--- config.mk ---
export PLATFORM = sky130hd
export DESIGN_NAME = nvme_io_queue_engine
export DESIGN_NICKNAME = d
export VERILOG_FILES = /design/src/sv/nvmeq_pkg.sv /design/src/sv/nvmeq_step.sv /design/src/sv/nvmeq_res_fifo.sv /design/src/sv/nvme_io_queue_engine.sv
export VERILOG_INCLUDE_DIRS = /design/src /design/src/sv
export SDC_FILE = /design/constraint.sdc
export NUM_CORES = 2
export LEC_CHECK = 0
export BUFFER_PORTS_ARGS = -buffer_cell sky130_fd_sc_hd__buf_4
export CAP_MARGIN = 15
export CORE_ASPECT_RATIO = 1.1
export CORE_MARGIN = 2
export CORE_UTILIZATION = 45
export DETAILED_ROUTE_END_ITERATION = 7
export PLACE_DENSITY_LB_ADDON = 0.3
export SYNTH_ARGS = -nofsm -noshare
export SYNTH_HDL_FRONTEND = slang
export SYNTH_SLANG_ARGS = --single-unit
--- constraint.sdc ---
create_clock -name clk -period 18.4 [get_ports clk]
set_clock_uncertainty 0.15 [all_clocks]
set_input_delay 5.52 -clock clk [delete_from_list [all_inputs] [get_ports clk]]
set_output_delay 5.52 -clock clk [all_outputs]
set_load 0.005 [all_outputs]
--- src/sv/assert_macros.svh ---
// ----------------------------------------------------------------------------
// assert_macros
// assertion helpers shared by nvmeq_step and nvmeq_res_fifo
// ----------------------------------------------------------------------------
// define ASSERT_OFF to compile the checks out
`ifndef ASSERT_MACROS_SVH
`define ASSERT_MACROS_SVH

`ifndef ASSERT_OFF

// property that must hold at every clock edge outside reset
`define ASSERT_ALWAYS(lbl, clk, rstn, expr) \
  lbl: assert property (@(posedge clk) disable iff (!(rstn)) (expr)) \
    else $error("invariant violated");

// antecedent this cycle implies consequent in the next cycle
`define ASSERT_NEXT(lbl, clk, rstn, ante, cons) \
  lbl: assert property (@(posedge clk) disable iff (!(rstn)) (ante) |=> (cons)) \
    else $error("sequence check violated");

`else

`define ASSERT_ALWAYS(lbl, clk, rstn, expr)
`define ASSERT_NEXT(lbl, clk, rstn, ante, cons)

`endif

`endif

--- src/sv/nvmeq_pkg.sv ---
// ----------------------------------------------------------------------------
// nvmeq_pkg
// types, codes and constants shared by the i/o queue engine files
// ----------------------------------------------------------------------------
`timescale 1ns / 1ps
`default_nettype none

package nvmeq_pkg;

  localparam int QUEUE_DEPTH = 32;
  localparam int PAGE_BYTES  = 4096;
  localparam int QIDX_W      = $clog2(QUEUE_DEPTH);
  localparam int DB_W        = 5;
  localparam int TICK_W      = 17;
  // chunk of up to 16 sectors shifted by up to 15
  localparam int BYTES_W     = 20;
  localparam int CHUNK_MAX   = 16;

  // input functions
  localparam logic [1:0] FUNC_REQ   = 2'd0;
  localparam logic [1:0] FUNC_CQE   = 2'd1;
  localparam logic [1:0] FUNC_TICK  = 2'd2;
  localparam logic [1:0] FUNC_FATAL = 2'd3;

  // result kinds
  localparam logic [1:0] KIND_CMD  = 2'd0;
  localparam logic [1:0] KIND_DB   = 2'd1;
  localparam logic [1:0] KIND_DONE = 2'd2;

  // command opcodes
  localparam logic [1:0] OP_FLUSH = 2'h0;
  localparam logic [1:0] OP_WRITE = 2'h1;
  localparam logic [1:0] OP_READ  = 2'h2;

  // register indexes
  localparam logic [2:0] REG_SECTOR_SHIFT = 3'd0;
  localparam logic [2:0] REG_MAX_CHUNK    = 3'd1;
  localparam logic [2:0] REG_NSID         = 3'd2;
  localparam logic [2:0] REG_BUF_BASE     = 3'd3;
  localparam logic [2:0] REG_TIMEOUT      = 3'd4;

  typedef enum logic [2:0] {
    MODE_IDLE  = 3'b001,
    MODE_DATA  = 3'b010,
    MODE_FLUSH = 3'b100
  } mode_t;

  typedef struct packed {
    logic [1:0]  func;
    logic [63:0] lba;
    logic [31:0] count;
    logic        is_write;
    logic [15:0] cq_status;
  } in_word_t;

  typedef struct packed {
    logic [1:0]  kind;
    logic [1:0]  opcode;
    logic [15:0] cid;
    logic [31:0] nsid;
    logic [63:0] start_lba;
    logic [3:0]  blocks_minus_one;
    logic [63:0] prp1;
    logic [63:0] prp2;
    logic [4:0]  doorbell_value;
    logic        ok;
    logic        last;
  } out_word_t;

  typedef struct packed {
    logic [3:0]  sector_shift;
    logic [4:0]  max_chunk_sectors;
    logic [31:0] ns_id;
    logic [63:0] buffer_base;
    logic [15:0] timeout_ticks;
  } cfg_t;

  // queue index to doorbell width, zero-extended or truncated
  function automatic logic [DB_W-1:0] db_value(input logic [QIDX_W-1:0] idx);
    logic [QIDX_W+DB_W-1:0] wide;
    wide = {{DB_W{1'b0}}, idx};
    return wide[DB_W-1:0];
  endfunction

  // queue index advance with wrap
  function automatic logic [QIDX_W-1:0] qidx_inc(input logic [QIDX_W-1:0] idx);
    logic [QIDX_W-1:0] res;
    if (idx == QIDX_W'(QUEUE_DEPTH - 1)) begin
      res = '0;
    end else begin
      res = idx + QIDX_W'(1);
    end
    return res;
  endfunction

endpackage

`default_nettype wire

--- src/sv/nvmeq_step.sv ---
// ----------------------------------------------------------------------------
// nvmeq_step
// queue pair state and the results of one word, in a single pass
// ----------------------------------------------------------------------------
`timescale 1ns / 1ps
`default_nettype none

`include "assert_macros.svh"

module nvmeq_step
  import nvmeq_pkg::*;
(
  input  wire logic      clk,
  input  wire logic      rst_n,
  input  wire logic      fire,
  input  wire in_word_t  item,
  input  wire cfg_t      cfg,
  output out_word_t      res0,
  output out_word_t      res1,
  output logic [1:0]     n_res
);

  logic [QIDX_W-1:0] sub_tail_r, sub_tail_nxt;
  logic [QIDX_W-1:0] comp_head_r, comp_head_nxt;
  logic              phase_r, phase_nxt;
  logic [15:0]       next_id_r, next_id_nxt;
  mode_t             mode_r, mode_nxt;
  logic [63:0]       rem_lba_r, rem_lba_nxt;
  logic [31:0]       rem_cnt_r, rem_cnt_nxt;
  logic              wr_flag_r, wr_flag_nxt;
  logic [TICK_W-1:0] elapsed_r, elapsed_nxt;

  logic [63:0]       adv_lba;
  logic [31:0]       adv_cnt;
  logic              adv_wr;
  logic [4:0]        lim;
  logic [4:0]        chunk;
  logic [BYTES_W-1:0] bytes;
  logic [QIDX_W-1:0] tail_inc;
  logic [QIDX_W-1:0] head_inc;
  logic [TICK_W-1:0] elapsed_inc;
  out_word_t         adv_res;
  out_word_t         done_res;
  logic              take_adv;
  logic              adv_issues;

  // advance source: a new request or what remains of the current one
  always_comb begin
    if (item.func == FUNC_REQ) begin
      adv_lba = item.lba;
      adv_cnt = item.count;
      adv_wr  = item.is_write;
    end else begin
      adv_lba = rem_lba_r;
      adv_cnt = rem_cnt_r;
      adv_wr  = wr_flag_r;
    end
  end

  always_comb begin
    if (cfg.max_chunk_sectors == 5'd0) begin
      lim = 5'd1;
    end else if (cfg.max_chunk_sectors > 5'(CHUNK_MAX)) begin
      lim = 5'(CHUNK_MAX);
    end else begin
      lim = cfg.max_chunk_sectors;
    end
    chunk = (adv_cnt < {27'd0, lim}) ? adv_cnt[4:0] : lim;
    bytes = BYTES_W'(chunk) << cfg.sector_shift;
  end

  assign tail_inc    = qidx_inc(sub_tail_r);
  assign head_inc    = qidx_inc(comp_head_r);
  assign elapsed_inc = (elapsed_r == {TICK_W{1'b1}}) ? elapsed_r
                                                       : elapsed_r + TICK_W'(1);
  assign adv_issues  = (adv_cnt != 32'd0) || adv_wr;

  // result of an advance: data command, flush, or done
  always_comb begin
    adv_res = '0;
    if (adv_cnt == 32'd0 && !adv_wr) begin
      adv_res.kind = KIND_DONE;
      adv_res.ok   = 1'b1;
    end else begin
      adv_res.kind           = KIND_CMD;
      adv_res.cid            = next_id_r;
      adv_res.nsid           = cfg.ns_id;
      adv_res.doorbell_value = db_value(tail_inc);
      if (adv_cnt == 32'd0) begin
        adv_res.opcode = OP_FLUSH;
      end else begin
        adv_res.opcode           = adv_wr ? OP_WRITE : OP_READ;
        adv_res.start_lba        = adv_lba;
        adv_res.blocks_minus_one = 4'(chunk - 5'd1);
        adv_res.prp1             = cfg.buffer_base;
        adv_res.prp2             = (bytes > BYTES_W'(PAGE_BYTES))
                                   ? cfg.buffer_base + 64'(PAGE_BYTES) : 64'd0;
      end
    end
  end

  always_comb begin
    sub_tail_nxt  = sub_tail_r;
    comp_head_nxt = comp_head_r;
    phase_nxt     = phase_r;
    next_id_nxt   = next_id_r;
    mode_nxt      = mode_r;
    rem_lba_nxt   = rem_lba_r;
    rem_cnt_nxt   = rem_cnt_r;
    wr_flag_nxt   = wr_flag_r;
    elapsed_nxt   = elapsed_r;
    res0          = '0;
    res1          = '0;
    n_res         = 2'd0;
    take_adv      = 1'b0;
    done_res      = '0;
    done_res.kind = KIND_DONE;

    if (fire) begin
      unique case (item.func)
        FUNC_REQ: begin
          if (mode_r == MODE_IDLE) begin
            wr_flag_nxt = item.is_write;
            take_adv    = 1'b1;
            res0        = adv_res;
            n_res       = 2'd1;
          end
        end
        FUNC_CQE: begin
          if (mode_r != MODE_IDLE && item.cq_status[0] == phase_r) begin
            comp_head_nxt = head_inc;
            if (head_inc == '0) begin
              phase_nxt = ~phase_r;
            end
            res0.kind           = KIND_DB;
            res0.doorbell_value = db_value(head_inc);
            n_res               = 2'd2;
            if (mode_r == MODE_FLUSH) begin
              res1     = done_res;
              res1.ok  = 1'b1;
              mode_nxt = MODE_IDLE;
            end else if (item.cq_status[15:1] != 15'd0) begin
              res1     = done_res;
              mode_nxt = MODE_IDLE;
            end else begin
              res1     = adv_res;
              take_adv = 1'b1;
            end
          end
        end
        FUNC_TICK, FUNC_FATAL: begin
          if (mode_r != MODE_IDLE) begin
            if (item.func == FUNC_TICK) begin
              elapsed_nxt = elapsed_inc;
            end
            if (item.func == FUNC_FATAL || elapsed_inc > {1'b0, cfg.timeout_ticks}) begin
              res0     = done_res;
              res0.ok  = (mode_r == MODE_FLUSH);
              mode_nxt = MODE_IDLE;
              n_res    = 2'd1;
            end
          end
        end
        default: ;
      endcase
    end

    // side effects of an advance
    if (take_adv) begin
      if (adv_cnt == 32'd0) begin
        mode_nxt = adv_wr ? MODE_FLUSH : MODE_IDLE;
      end else begin
        mode_nxt    = MODE_DATA;
        rem_lba_nxt = adv_lba + {59'd0, chunk};
        rem_cnt_nxt = adv_cnt - {27'd0, chunk};
      end
      if (item.func == FUNC_REQ) begin
        if (adv_cnt == 32'd0) begin
          rem_lba_nxt = item.lba;
          rem_cnt_nxt = 32'd0;
        end
      end
      if (adv_issues) begin
        next_id_nxt  = next_id_r + 16'd1;
        sub_tail_nxt = tail_inc;
        elapsed_nxt  = '0;
      end
    end

    // mark the final result of the word
    if (n_res == 2'd1) begin
      res0.last = 1'b1;
    end else if (n_res == 2'd2) begin
      res1.last = 1'b1;
    end
  end

  always_ff @(posedge clk) begin
    if (!rst_n) begin
      sub_tail_r  <= '0;
      comp_head_r <= '0;
      phase_r     <= 1'b1;
      next_id_r   <= '0;
      mode_r      <= MODE_IDLE;
      rem_lba_r   <= '0;
      rem_cnt_r   <= '0;
      wr_flag_r   <= 1'b0;
      elapsed_r   <= '0;
    end else begin
      sub_tail_r  <= sub_tail_nxt;
      comp_head_r <= comp_head_nxt;
      phase_r     <= phase_nxt;
      next_id_r   <= next_id_nxt;
      mode_r      <= mode_nxt;
      rem_lba_r   <= rem_lba_nxt;
      rem_cnt_r   <= rem_cnt_nxt;
      wr_flag_r   <= wr_flag_nxt;
      elapsed_r   <= elapsed_nxt;
    end
  end

  // a request while busy yields nothing
  `ASSERT_ALWAYS(a_busy_req_silent, clk, rst_n,
    !(fire && item.func == FUNC_REQ && mode_r != MODE_IDLE) || n_res == 2'd0)
  // completions, ticks and fatal flags while idle yield nothing
  `ASSERT_ALWAYS(a_idle_event_silent, clk, rst_n,
    !(fire && item.func != FUNC_REQ && mode_r == MODE_IDLE) || n_res == 2'd0)
  // every issued command moves the id on by one
  `ASSERT_NEXT(a_id_step, clk, rst_n, fire && take_adv && adv_issues,
    next_id_r == $past(next_id_r) + 16'd1)

endmodule

`default_nettype wire

--- src/sv/nvmeq_res_fifo.sv ---
// ----------------------------------------------------------------------------
// nvmeq_res_fifo
// four-word result queue, takes up to two words a cycle, gives one while the sink is ready
// ----------------------------------------------------------------------------
`timescale 1ns / 1ps
`default_nettype none

`include "assert_macros.svh"

module nvmeq_res_fifo
  import nvmeq_pkg::*;
(
  input  wire logic      clk,
  input  wire logic      rst_n,
  input  wire logic [1:0] push_n,
  input  wire out_word_t push0,
  input  wire out_word_t push1,
  output logic           room2,
  output logic           out_valid,
  input  wire logic      out_ready,
  output out_word_t      out_word
);

  localparam int RES_DEPTH = 4;
  localparam int PTR_W     = 2;

  out_word_t           ent_r [RES_DEPTH];
  logic [PTR_W-1:0]    wp_r, wp_nxt;
  logic [PTR_W-1:0]    rp_r, rp_nxt;
  logic [PTR_W:0]      count_r, count_nxt;
  logic [PTR_W-1:0]    wp_plus1;
  logic                pop;

  assign wp_plus1  = wp_r + PTR_W'(1);
  assign out_valid = (count_r != '0);
  assign out_word  = ent_r[rp_r];
  assign room2     = (count_r <= (PTR_W+1)'(RES_DEPTH - 2));
  assign pop       = out_valid && out_ready;

  always_comb begin
    wp_nxt    = wp_r + PTR_W'(push_n);
    rp_nxt    = pop ? rp_r + PTR_W'(1) : rp_r;
    count_nxt = count_r + (PTR_W+1)'(push_n) - (PTR_W+1)'(pop);
  end

  always_ff @(posedge clk) begin
    for (int i = 0; i < RES_DEPTH; i++) begin
      if (push_n != 2'd0 && wp_r == PTR_W'(i)) begin
        ent_r[i] <= push0;
      end else if (push_n == 2'd2 && wp_plus1 == PTR_W'(i)) begin
        ent_r[i] <= push1;
      end
    end
  end

  always_ff @(posedge clk) begin
    if (!rst_n) begin
      wp_r    <= '0;
      rp_r    <= '0;
      count_r <= '0;
    end else begin
      wp_r    <= wp_nxt;
      rp_r    <= rp_nxt;
      count_r <= count_nxt;
    end
  end

  `ASSERT_ALWAYS(a_no_overfill, clk, rst_n, count_r <= (PTR_W+1)'(RES_DEPTH))
  `ASSERT_ALWAYS(a_push_has_room, clk, rst_n, push_n == 2'd0 || room2)
  `ASSERT_NEXT(a_pop_drains, clk, rst_n, pop && push_n == 2'd0,
    count_r == $past(count_r) - (PTR_W+1)'(1))

endmodule

`default_nettype wire

--- src/sv/nvme_io_queue_engine.sv ---
// ----------------------------------------------------------------------------
// nvme_io_queue_engine
// path: a word taken at in_ goes through the input register, then the
//   result queue, before its first result can be taken at out_
// throughput: one word per cycle while the four-word result queue holds at
//   most two words; a two-result word gives two words at the output port
// reset: rst_n synchronous, clears queue indexes, ids, mode and result queue
// ----------------------------------------------------------------------------
`timescale 1ns / 1ps
`default_nettype none

module nvme_io_queue_engine
  import nvmeq_pkg::*;
(
  input  wire logic        clk,
  input  wire logic        rst_n,
  // input channel
  input  wire logic        in_valid,
  output logic             in_ready,
  input  wire in_word_t    in_word,
  // result channel
  output logic             out_valid,
  input  wire logic        out_ready,
  output out_word_t        out_word,
  // configuration port
  input  wire logic        cfg_we,
  input  wire logic [2:0]  cfg_index,
  input  wire logic [63:0] cfg_wdata
);

  // configuration registers
  cfg_t       cfg_r;

  // input register in front of the step logic
  logic       in_valid_r;
  in_word_t   in_word_r;

  logic       room2;
  logic       fire;
  out_word_t  res0;
  out_word_t  res1;
  logic [1:0] n_res;

  // the step runs once the queue can take both possible results
  assign fire     = in_valid_r && room2;
  // the input register frees as its word is evaluated
  assign in_ready = !in_valid_r || fire;

  always_ff @(posedge clk) begin
    if (!rst_n) begin
      in_valid_r <= 1'b0;
    end else if (in_ready) begin
      in_valid_r <= in_valid;
    end
  end

  // payload needs no reset
  always_ff @(posedge clk) begin
    if (in_valid && in_ready) begin
      in_word_r <= in_word;
    end
  end

  // register writes, unlisted indexes are dropped
  always_ff @(posedge clk) begin
    if (!rst_n) begin
      cfg_r.sector_shift      <= 4'd9;
      cfg_r.max_chunk_sectors <= 5'd16;
      cfg_r.ns_id             <= 32'd1;
      cfg_r.buffer_base       <= 64'd0;
      cfg_r.timeout_ticks     <= 16'd5000;
    end else if (cfg_we) begin
      unique case (cfg_index)
        REG_SECTOR_SHIFT: cfg_r.sector_shift      <= cfg_wdata[3:0];
        REG_MAX_CHUNK:    cfg_r.max_chunk_sectors <= cfg_wdata[4:0];
        REG_NSID:         cfg_r.ns_id             <= cfg_wdata[31:0];
        REG_BUF_BASE:     cfg_r.buffer_base       <= cfg_wdata;
        REG_TIMEOUT:      cfg_r.timeout_ticks     <= cfg_wdata[15:0];
        default: ;
      endcase
    end
  end

  // queue pair state and per-word results
  nvmeq_step u_step (
    .clk   (clk),
    .rst_n (rst_n),
    .fire  (fire),
    .item  (in_word_r),
    .cfg   (cfg_r),
    .res0  (res0),
    .res1  (res1),
    .n_res (n_res)
  );

  // result queue acts as the output register and decouples a stalled sink
  nvmeq_res_fifo u_res_fifo (
    .clk       (clk),
    .rst_n     (rst_n),
    .push_n    (fire ? n_res : 2'd0),
    .push0     (res0),
    .push1     (res1),
    .room2     (room2),
    .out_valid (out_valid),
    .out_ready (out_ready),
    .out_word  (out_word)
  );

endmodule

`default_nettype wire

Word-level counts from Yosys, hierarchy flattened
Memory sizes are Yosys's and may differ from the RTL's. A register that Yosys moved wholly into a read port is not among the register bits.
Cells that the tools add are included.
- logic and storage cells: 220
- ROM bits: 0
- input bits: 187
- register bits: 388
- bits in writable memories: 1020
- memories kept: 1
- latch bits: 0
- memory list (name ; depth ; width ; rd ports ; clocked after memory_dff ; write ports ; line ; RTL):
    u_res_fifo.ent_r ; 4 ; 255 ; 1 ; 1 ; 2 ; nvmeq_res_fifo.sv:27 ; out_word_t ent_r [RES_DEPTH];
- multipliers: 0
- add/sub/neg operators: 13
- divide/modulo/power cells: 0
- $lt $le $gt $ge: 5
- reductions and logical operators: 44
- bitwise operators: 5
- shift-type cells: 1
- eq/ne operators: 27
- mux-type cells: 101
- operator list (operator ; number):
    $mux 255 ; 15
    $reduce_or 255->1 ; 2
    $pmux 246 s2 ; 1
    $mux 64 ; 5
    $mux 251 ; 1
    $mux 196 ; 1
    $mux 32 ; 4
    $mux 17 ; 7
    $add 64x13->64 const B ; 1
    $add 64x5->64 ; 1
    $mux 1 ; 35
    $logic_not 32->1 ; 1
    $lt 32x5->1 ; 1
    $reduce_bool 32->1 ; 1
    $sub 32x5->32 ; 1
    $mux 5 ; 6
    $mux 3 ; 9
    $mux 2 ; 11
    $gt 20x13->1 const B ; 1
    $shl 5x4->20 ; 1
    $add 17x1->17 const B ; 1
    $eq 17x17->1 const B ; 1
    $gt 17x16->1 ; 1
    $add 16x1->16 const B ; 1
    38 further kinds ; 87

Logic depth before layout (Yosys ltp)
- depth after elaboration: 19
- gate-level depth with buffers: 25

By module
From an unflattened synthesis, not the netlist that was laid out.
- cells, all modules: 5454
- area total of the unflattened synthesis: 73151.4 um^2
- modules (own cells, without submodules) (module ; area an instance (um^2) ; times used ; cells each):
    nvmeq_res_fifo ; 49428.7 ; 1 ; 2514
    nvmeq_step ; 15554.9 ; 1 ; 2342
    nvme_io_queue_engine ; 8167.8 ; 1 ; 598

Worst setup path before layout
Ideal clock, no wire load.
- path kind: flip-flop to flip-flop
- start point: reg u_step.elapsed_r[11]
- end point: mem u_res_fifo.ent_r[3][0] in the netlist's numbering, enable pin
- buffers on the path: 1
- cell stages (with the launch flop): 18
- arrival: 14.252 ns
- path slack: 3.094 ns
- setup time: 0.904 ns
- path through: dfxtp_1 clkbuf_1 nand4_1 nor4_1 nand4_1 and4_1 nand2b_1 nor2_1 xor2_1 ha_1 nand4_1 or4_1 nor2_1 nor2_1 a31oi_1 o21ai_1 a21oi_1 nor2b_1
- RTL lines (item ; line ; RTL):
    start: declaration ; nvmeq_step.sv:31 ; logic [TICK_W-1:0] elapsed_r, elapsed_nxt;
    start signal: assignment ; nvmeq_step.sv:218 ; elapsed_r <= elapsed_nxt;
    end: declaration ; nvmeq_res_fifo.sv:27 ;

==> results.sh <==
export IMPL_status="completed"
export IMPL_busiest_layer="met2"
export IMPL_fill_cells=11720
export IMPL_dr_pass1_iters=5
export IMPL_max_slew_margin_rel_pct=21.79
export IMPL_drc_errors=0
export IMPL_use_met3_pct=6.847
export IMPL_synth_flop_cell="edfxtp_1"
export IMPL_pwr_density_cell_nw_per_um2=110.1
export IMPL_wl_per_cell_um=25.34
export IMPL_dieArea_um2=143900
export IMPL_drt_total_wl_um=182700
export IMPL_rows=144
export IMPL_cp_top_family="buffers and inverters"
export IMPL_synth_area_um2=63410
export IMPL_grt_pass1_vias=41720
export IMPL_slew_viol_final=0
export IMPL_synth_edf_count=1134
export IMPL_finalSetupViolCount=0
export IMPL_drtIter0Drc=4061
export IMPL_port_buffers=443
export IMPL_crit_fanout=53
export IMPL_p_sw_share_pct=25.96
export IMPL_pwr_share_seq_pct=44.3
export IMPL_fp_coreArea_um2=140000
export IMPL_tns_ps=0
export IMPL_crit_path_frequent_cell="buf_4"
export IMPL_start_kind="register"
export IMPL_path_depth=5
export IMPL_grt_pass1_wl_um=271200
export IMPL_multiInputGateArea_um2=22300
export IMPL_cts_resized=0
export IMPL_yosysTopAreaCell="edfxtp_1"
export IMPL_grtUsageTotal_pct=25.16
export IMPL_synth_cell_type_count=83
export IMPL_cts_tree="built"
export IMPL_post_cts_buffers=0
export IMPL_synth_compound_area_share_pct=4.939
export IMPL_setup_slack_ps=8194
export IMPL_synthAdderAreaFrac_pct=0.9432
export IMPL_yosysSeqAreaShare_pct=62.42
export IMPL_placedCellCount=6931
export IMPL_cts_max_path_buffers=3
export IMPL_worstPathArrival_ps=4540
export IMPL_htreeDepth=4
export IMPL_vias_per_cell=5.846
export IMPL_regArea_um2=39590
export IMPL_grt_met1_usage_pct=33.62
export IMPL_yosysWarnings=0
export IMPL_grt_max_degree=133
export IMPL_synth_nets=5190
export IMPL_grt_overflow=0
export IMPL_critical_path_required_ps=12730
export IMPL_numCtsBuffers=146
export IMPL_post_place_ws_ps=8868
export IMPL_start_util_pct=45.30
export IMPL_power_internal_mw=5.968
export IMPL_cp_buffers_inverters=4
export IMPL_hold_worst_slack_ps=300.3
export IMPL_hold_viol=0
export IMPL_max_vdd_ir_drop_uv=117.4
export IMPL_antenna_found_initial=17
export IMPL_clockPowerShare_pct=37.3
export IMPL_clock_sinks=1410
export IMPL_synth_top_family_by_area="simple AND/OR/NAND/NOR gates"
export IMPL_slowest_delay_ps=800
export IMPL_switching_power_mw=2.092
export IMPL_drv_cap=0
export IMPL_dp_hpwl_um=113200
export IMPL_path_class="register to primary output"
export IMPL_insertion_delay_ps=790
export IMPL_hold_depth=2
export IMPL_worst_path_max_delay_cell="buf_4"
export IMPL_gp_congestion=0.8843
export IMPL_die_width_um=361.9
export IMPL_path_cells="buf_4 -> buf_4 -> buf_4 -> mux4_2 -> buf_4"
export IMPL_synth_xor_area_share_pct=1.948
export IMPL_rsz0062_at_grt="false"
export IMPL_synth_area_leaders="edfxtp_1 54%, mux4_2 9.1%, dfxtp_1 8.7%"
export IMPL_cts_hold_buf=0
export IMPL_leakage_nw=24.27
export IMPL_p_comb_share_pct=18.4
export IMPL_worstSetupEndpointType="primary output"
export IMPL_instances_no_fill=7208
export IMPL_synth_top_area_share_pct=53.70
export IMPL_fin_crit_sh_pct=55.47
export IMPL_synth_seq_cells=1410
export IMPL_path_clk_slew_ps=60
export IMPL_ioPinCount=444
export IMPL_avgSynthCellArea_um2=12.79
export IMPL_use_met2_pct=40.31
export IMPL_r2r_cells=19
export IMPL_postSynthCellCount=4957
export IMPL_fmax_mhz=97.98
export IMPL_fin_crit_ps=10210
export IMPL_drtAntennaViolNets=0
export IMPL_worst_pin_slew_ps=1170
export IMPL_fp_dieH_um=397.7
export IMPL_synthToLayoutAreaGrowth_pct=15.45
export IMPL_synth_async_sr_flop_share_pct=0
export IMPL_synthSimpleGateAreaFrac_pct=16.58
export IMPL_hold_class="register to register"
export IMPL_vias=42140
export IMPL_root_buffer="clkbuf_16"
export IMPL_drive_above_1_share_pct=19.60
export IMPL_synthMuxAreaShare_pct=10.48
export IMPL_nets=5488
==> power by group through the flow <==
stage	Clock, mW	Combinational, mW	Sequential [mW]
final	3.01	1.49	3.57
after global routing	3.16	1.59	3.58
after CTS	3.05	1.51	3.57
after detailed placement	0	1.50	3.64
after global placement	0	1.48	3.63
after floorplan	0	0.870	3.60
==> cells in the final DEF (no fill, tap or decap), types with 25 or more instances in the layout <==
cell and n:
edfxtp_1 1134, buf_4 511, nor2_1 500, nand2_1 488
and2_1 447, dfxtp_1 274, mux4_2 255, a21oi_1 227
nor4_1 154, clkbuf_16 153, nor3_1 105, nand3_1 98
xnor2_1 86, o21ai_0 83, mux2i_1 78, xor2_1 55
inv_1 54, nand4_1 47, o211ai_1 43, ha_1 43
nor2b_1 39, clkbuf_1 36, or3_1 31, and3_1 25
==> sequential cells by signal, summed over array words and instances (netlist names), 5 cells and up, named ones only <==
signal,cells
u_step.rem_cnt_r,32
u_step.sub_tail_r,5
u_step.rem_lba_r,64
u_res_fifo.ent_r,1020
u_step.comp_head_r,5
in_word_r,115
u_step.elapsed_r,17
cfg_r,121
u_step.next_id_r,16
==> worst min-delay path, stage by stage, from the launching register on <==
cell,delay (ps)
dfxtp_1,300
nand2_1,50
a21oi_1,50
==> area by class of cell <==
cell class	instances	share of cell area, %
diodes	5	0.01709
clock buffers	201	5.640
clock inverters	70	0.9793
inverters	57	0.3025
multi-input cells	3123	30.46
flip-flops and latches	1410	54.07
well taps	1825	3.119
repair buffers	517	5.414
==> metrics by stage <==
step                      area (um^2)  util, %  power, mW
after floorplan                 63410        -      4.473
after global placement          68320    48.81      5.116
after detailed placement        68320    48.81      5.136
after CTS                       73170    52.27      8.124
after global routing            73200    52.29      8.325
final                           73210    52.30      8.061
==> cell families (layout without fill, tap and decap cells) <==
group	Yosys count	count (layout)
muxes	344	344
adders and majority gates	46	46
buffers and inverters	424	845
DFF	1410	1410
other	0	5
and+or+nand+nor	2081	2081
AOI/OAI and AO/OA	511	511
xor gates and xnor gates	141	141
==> Yosys cell counts (7+ instances only) <==
cell type	number
nand2b_1	17
and3_1	26
nor4_1	154
a22oi_1	20
or4_1	8
ha_1	43
nand4_1	47
or4bb_1	7
nand3_1	99
xnor2_1	86
or2_2	11
nor3_1	106
or3b_1	7
or3_1	32
nor2b_1	40
o211ai_1	43
nand3b_1	11
o2111ai_1	7
o22ai_1	9
a31oi_1	13
mux2i_1	78
inv_1	55
a21oi_1	227
nor3b_1	16
or3b_2	7
a21o_1	15
dfxtp_1	276
and2_1	448
nand2_1	489
mux2_2	11
clkbuf_1	245
a211oi_1	17
edfxtp_1	1134
buf_2	42
buf_6	7
mux4_2	255
nor2_1	509
o21ai_0	86
and4_1	15
nor4b_1	7
xor2_1	55
buf_1	69
o31ai_1	9
==> path summary, 6_finish.rpt <==
path,slack [ps],from,endpoint
max,8190,register,out_word[52]
min,300,u_step.rem_lba_r[1]$_SDFFE_PN0P_,u_step.rem_lba_r[1]$_SDFFE_PN0P_
max reg2reg,10730,in_word_r[113]$_DFFE_PP_,u_step.rem_lba_r[58]$_SDFFE_PN0P_
min reg2reg,300,u_step.rem_lba_r[1]$_SDFFE_PN0P_,u_step.rem_lba_r[1]$_SDFFE_PN0P_
==> layer usage <==
layer / vias up / wire (um)
met2: 1901 / 86000
met5: - / 110
met1: 21000 / 74080
li1: 18940 / -
met3: 283 / 17810
met4: 22 / 4662
Note: power is estimated with default switching activity, not from simulation.
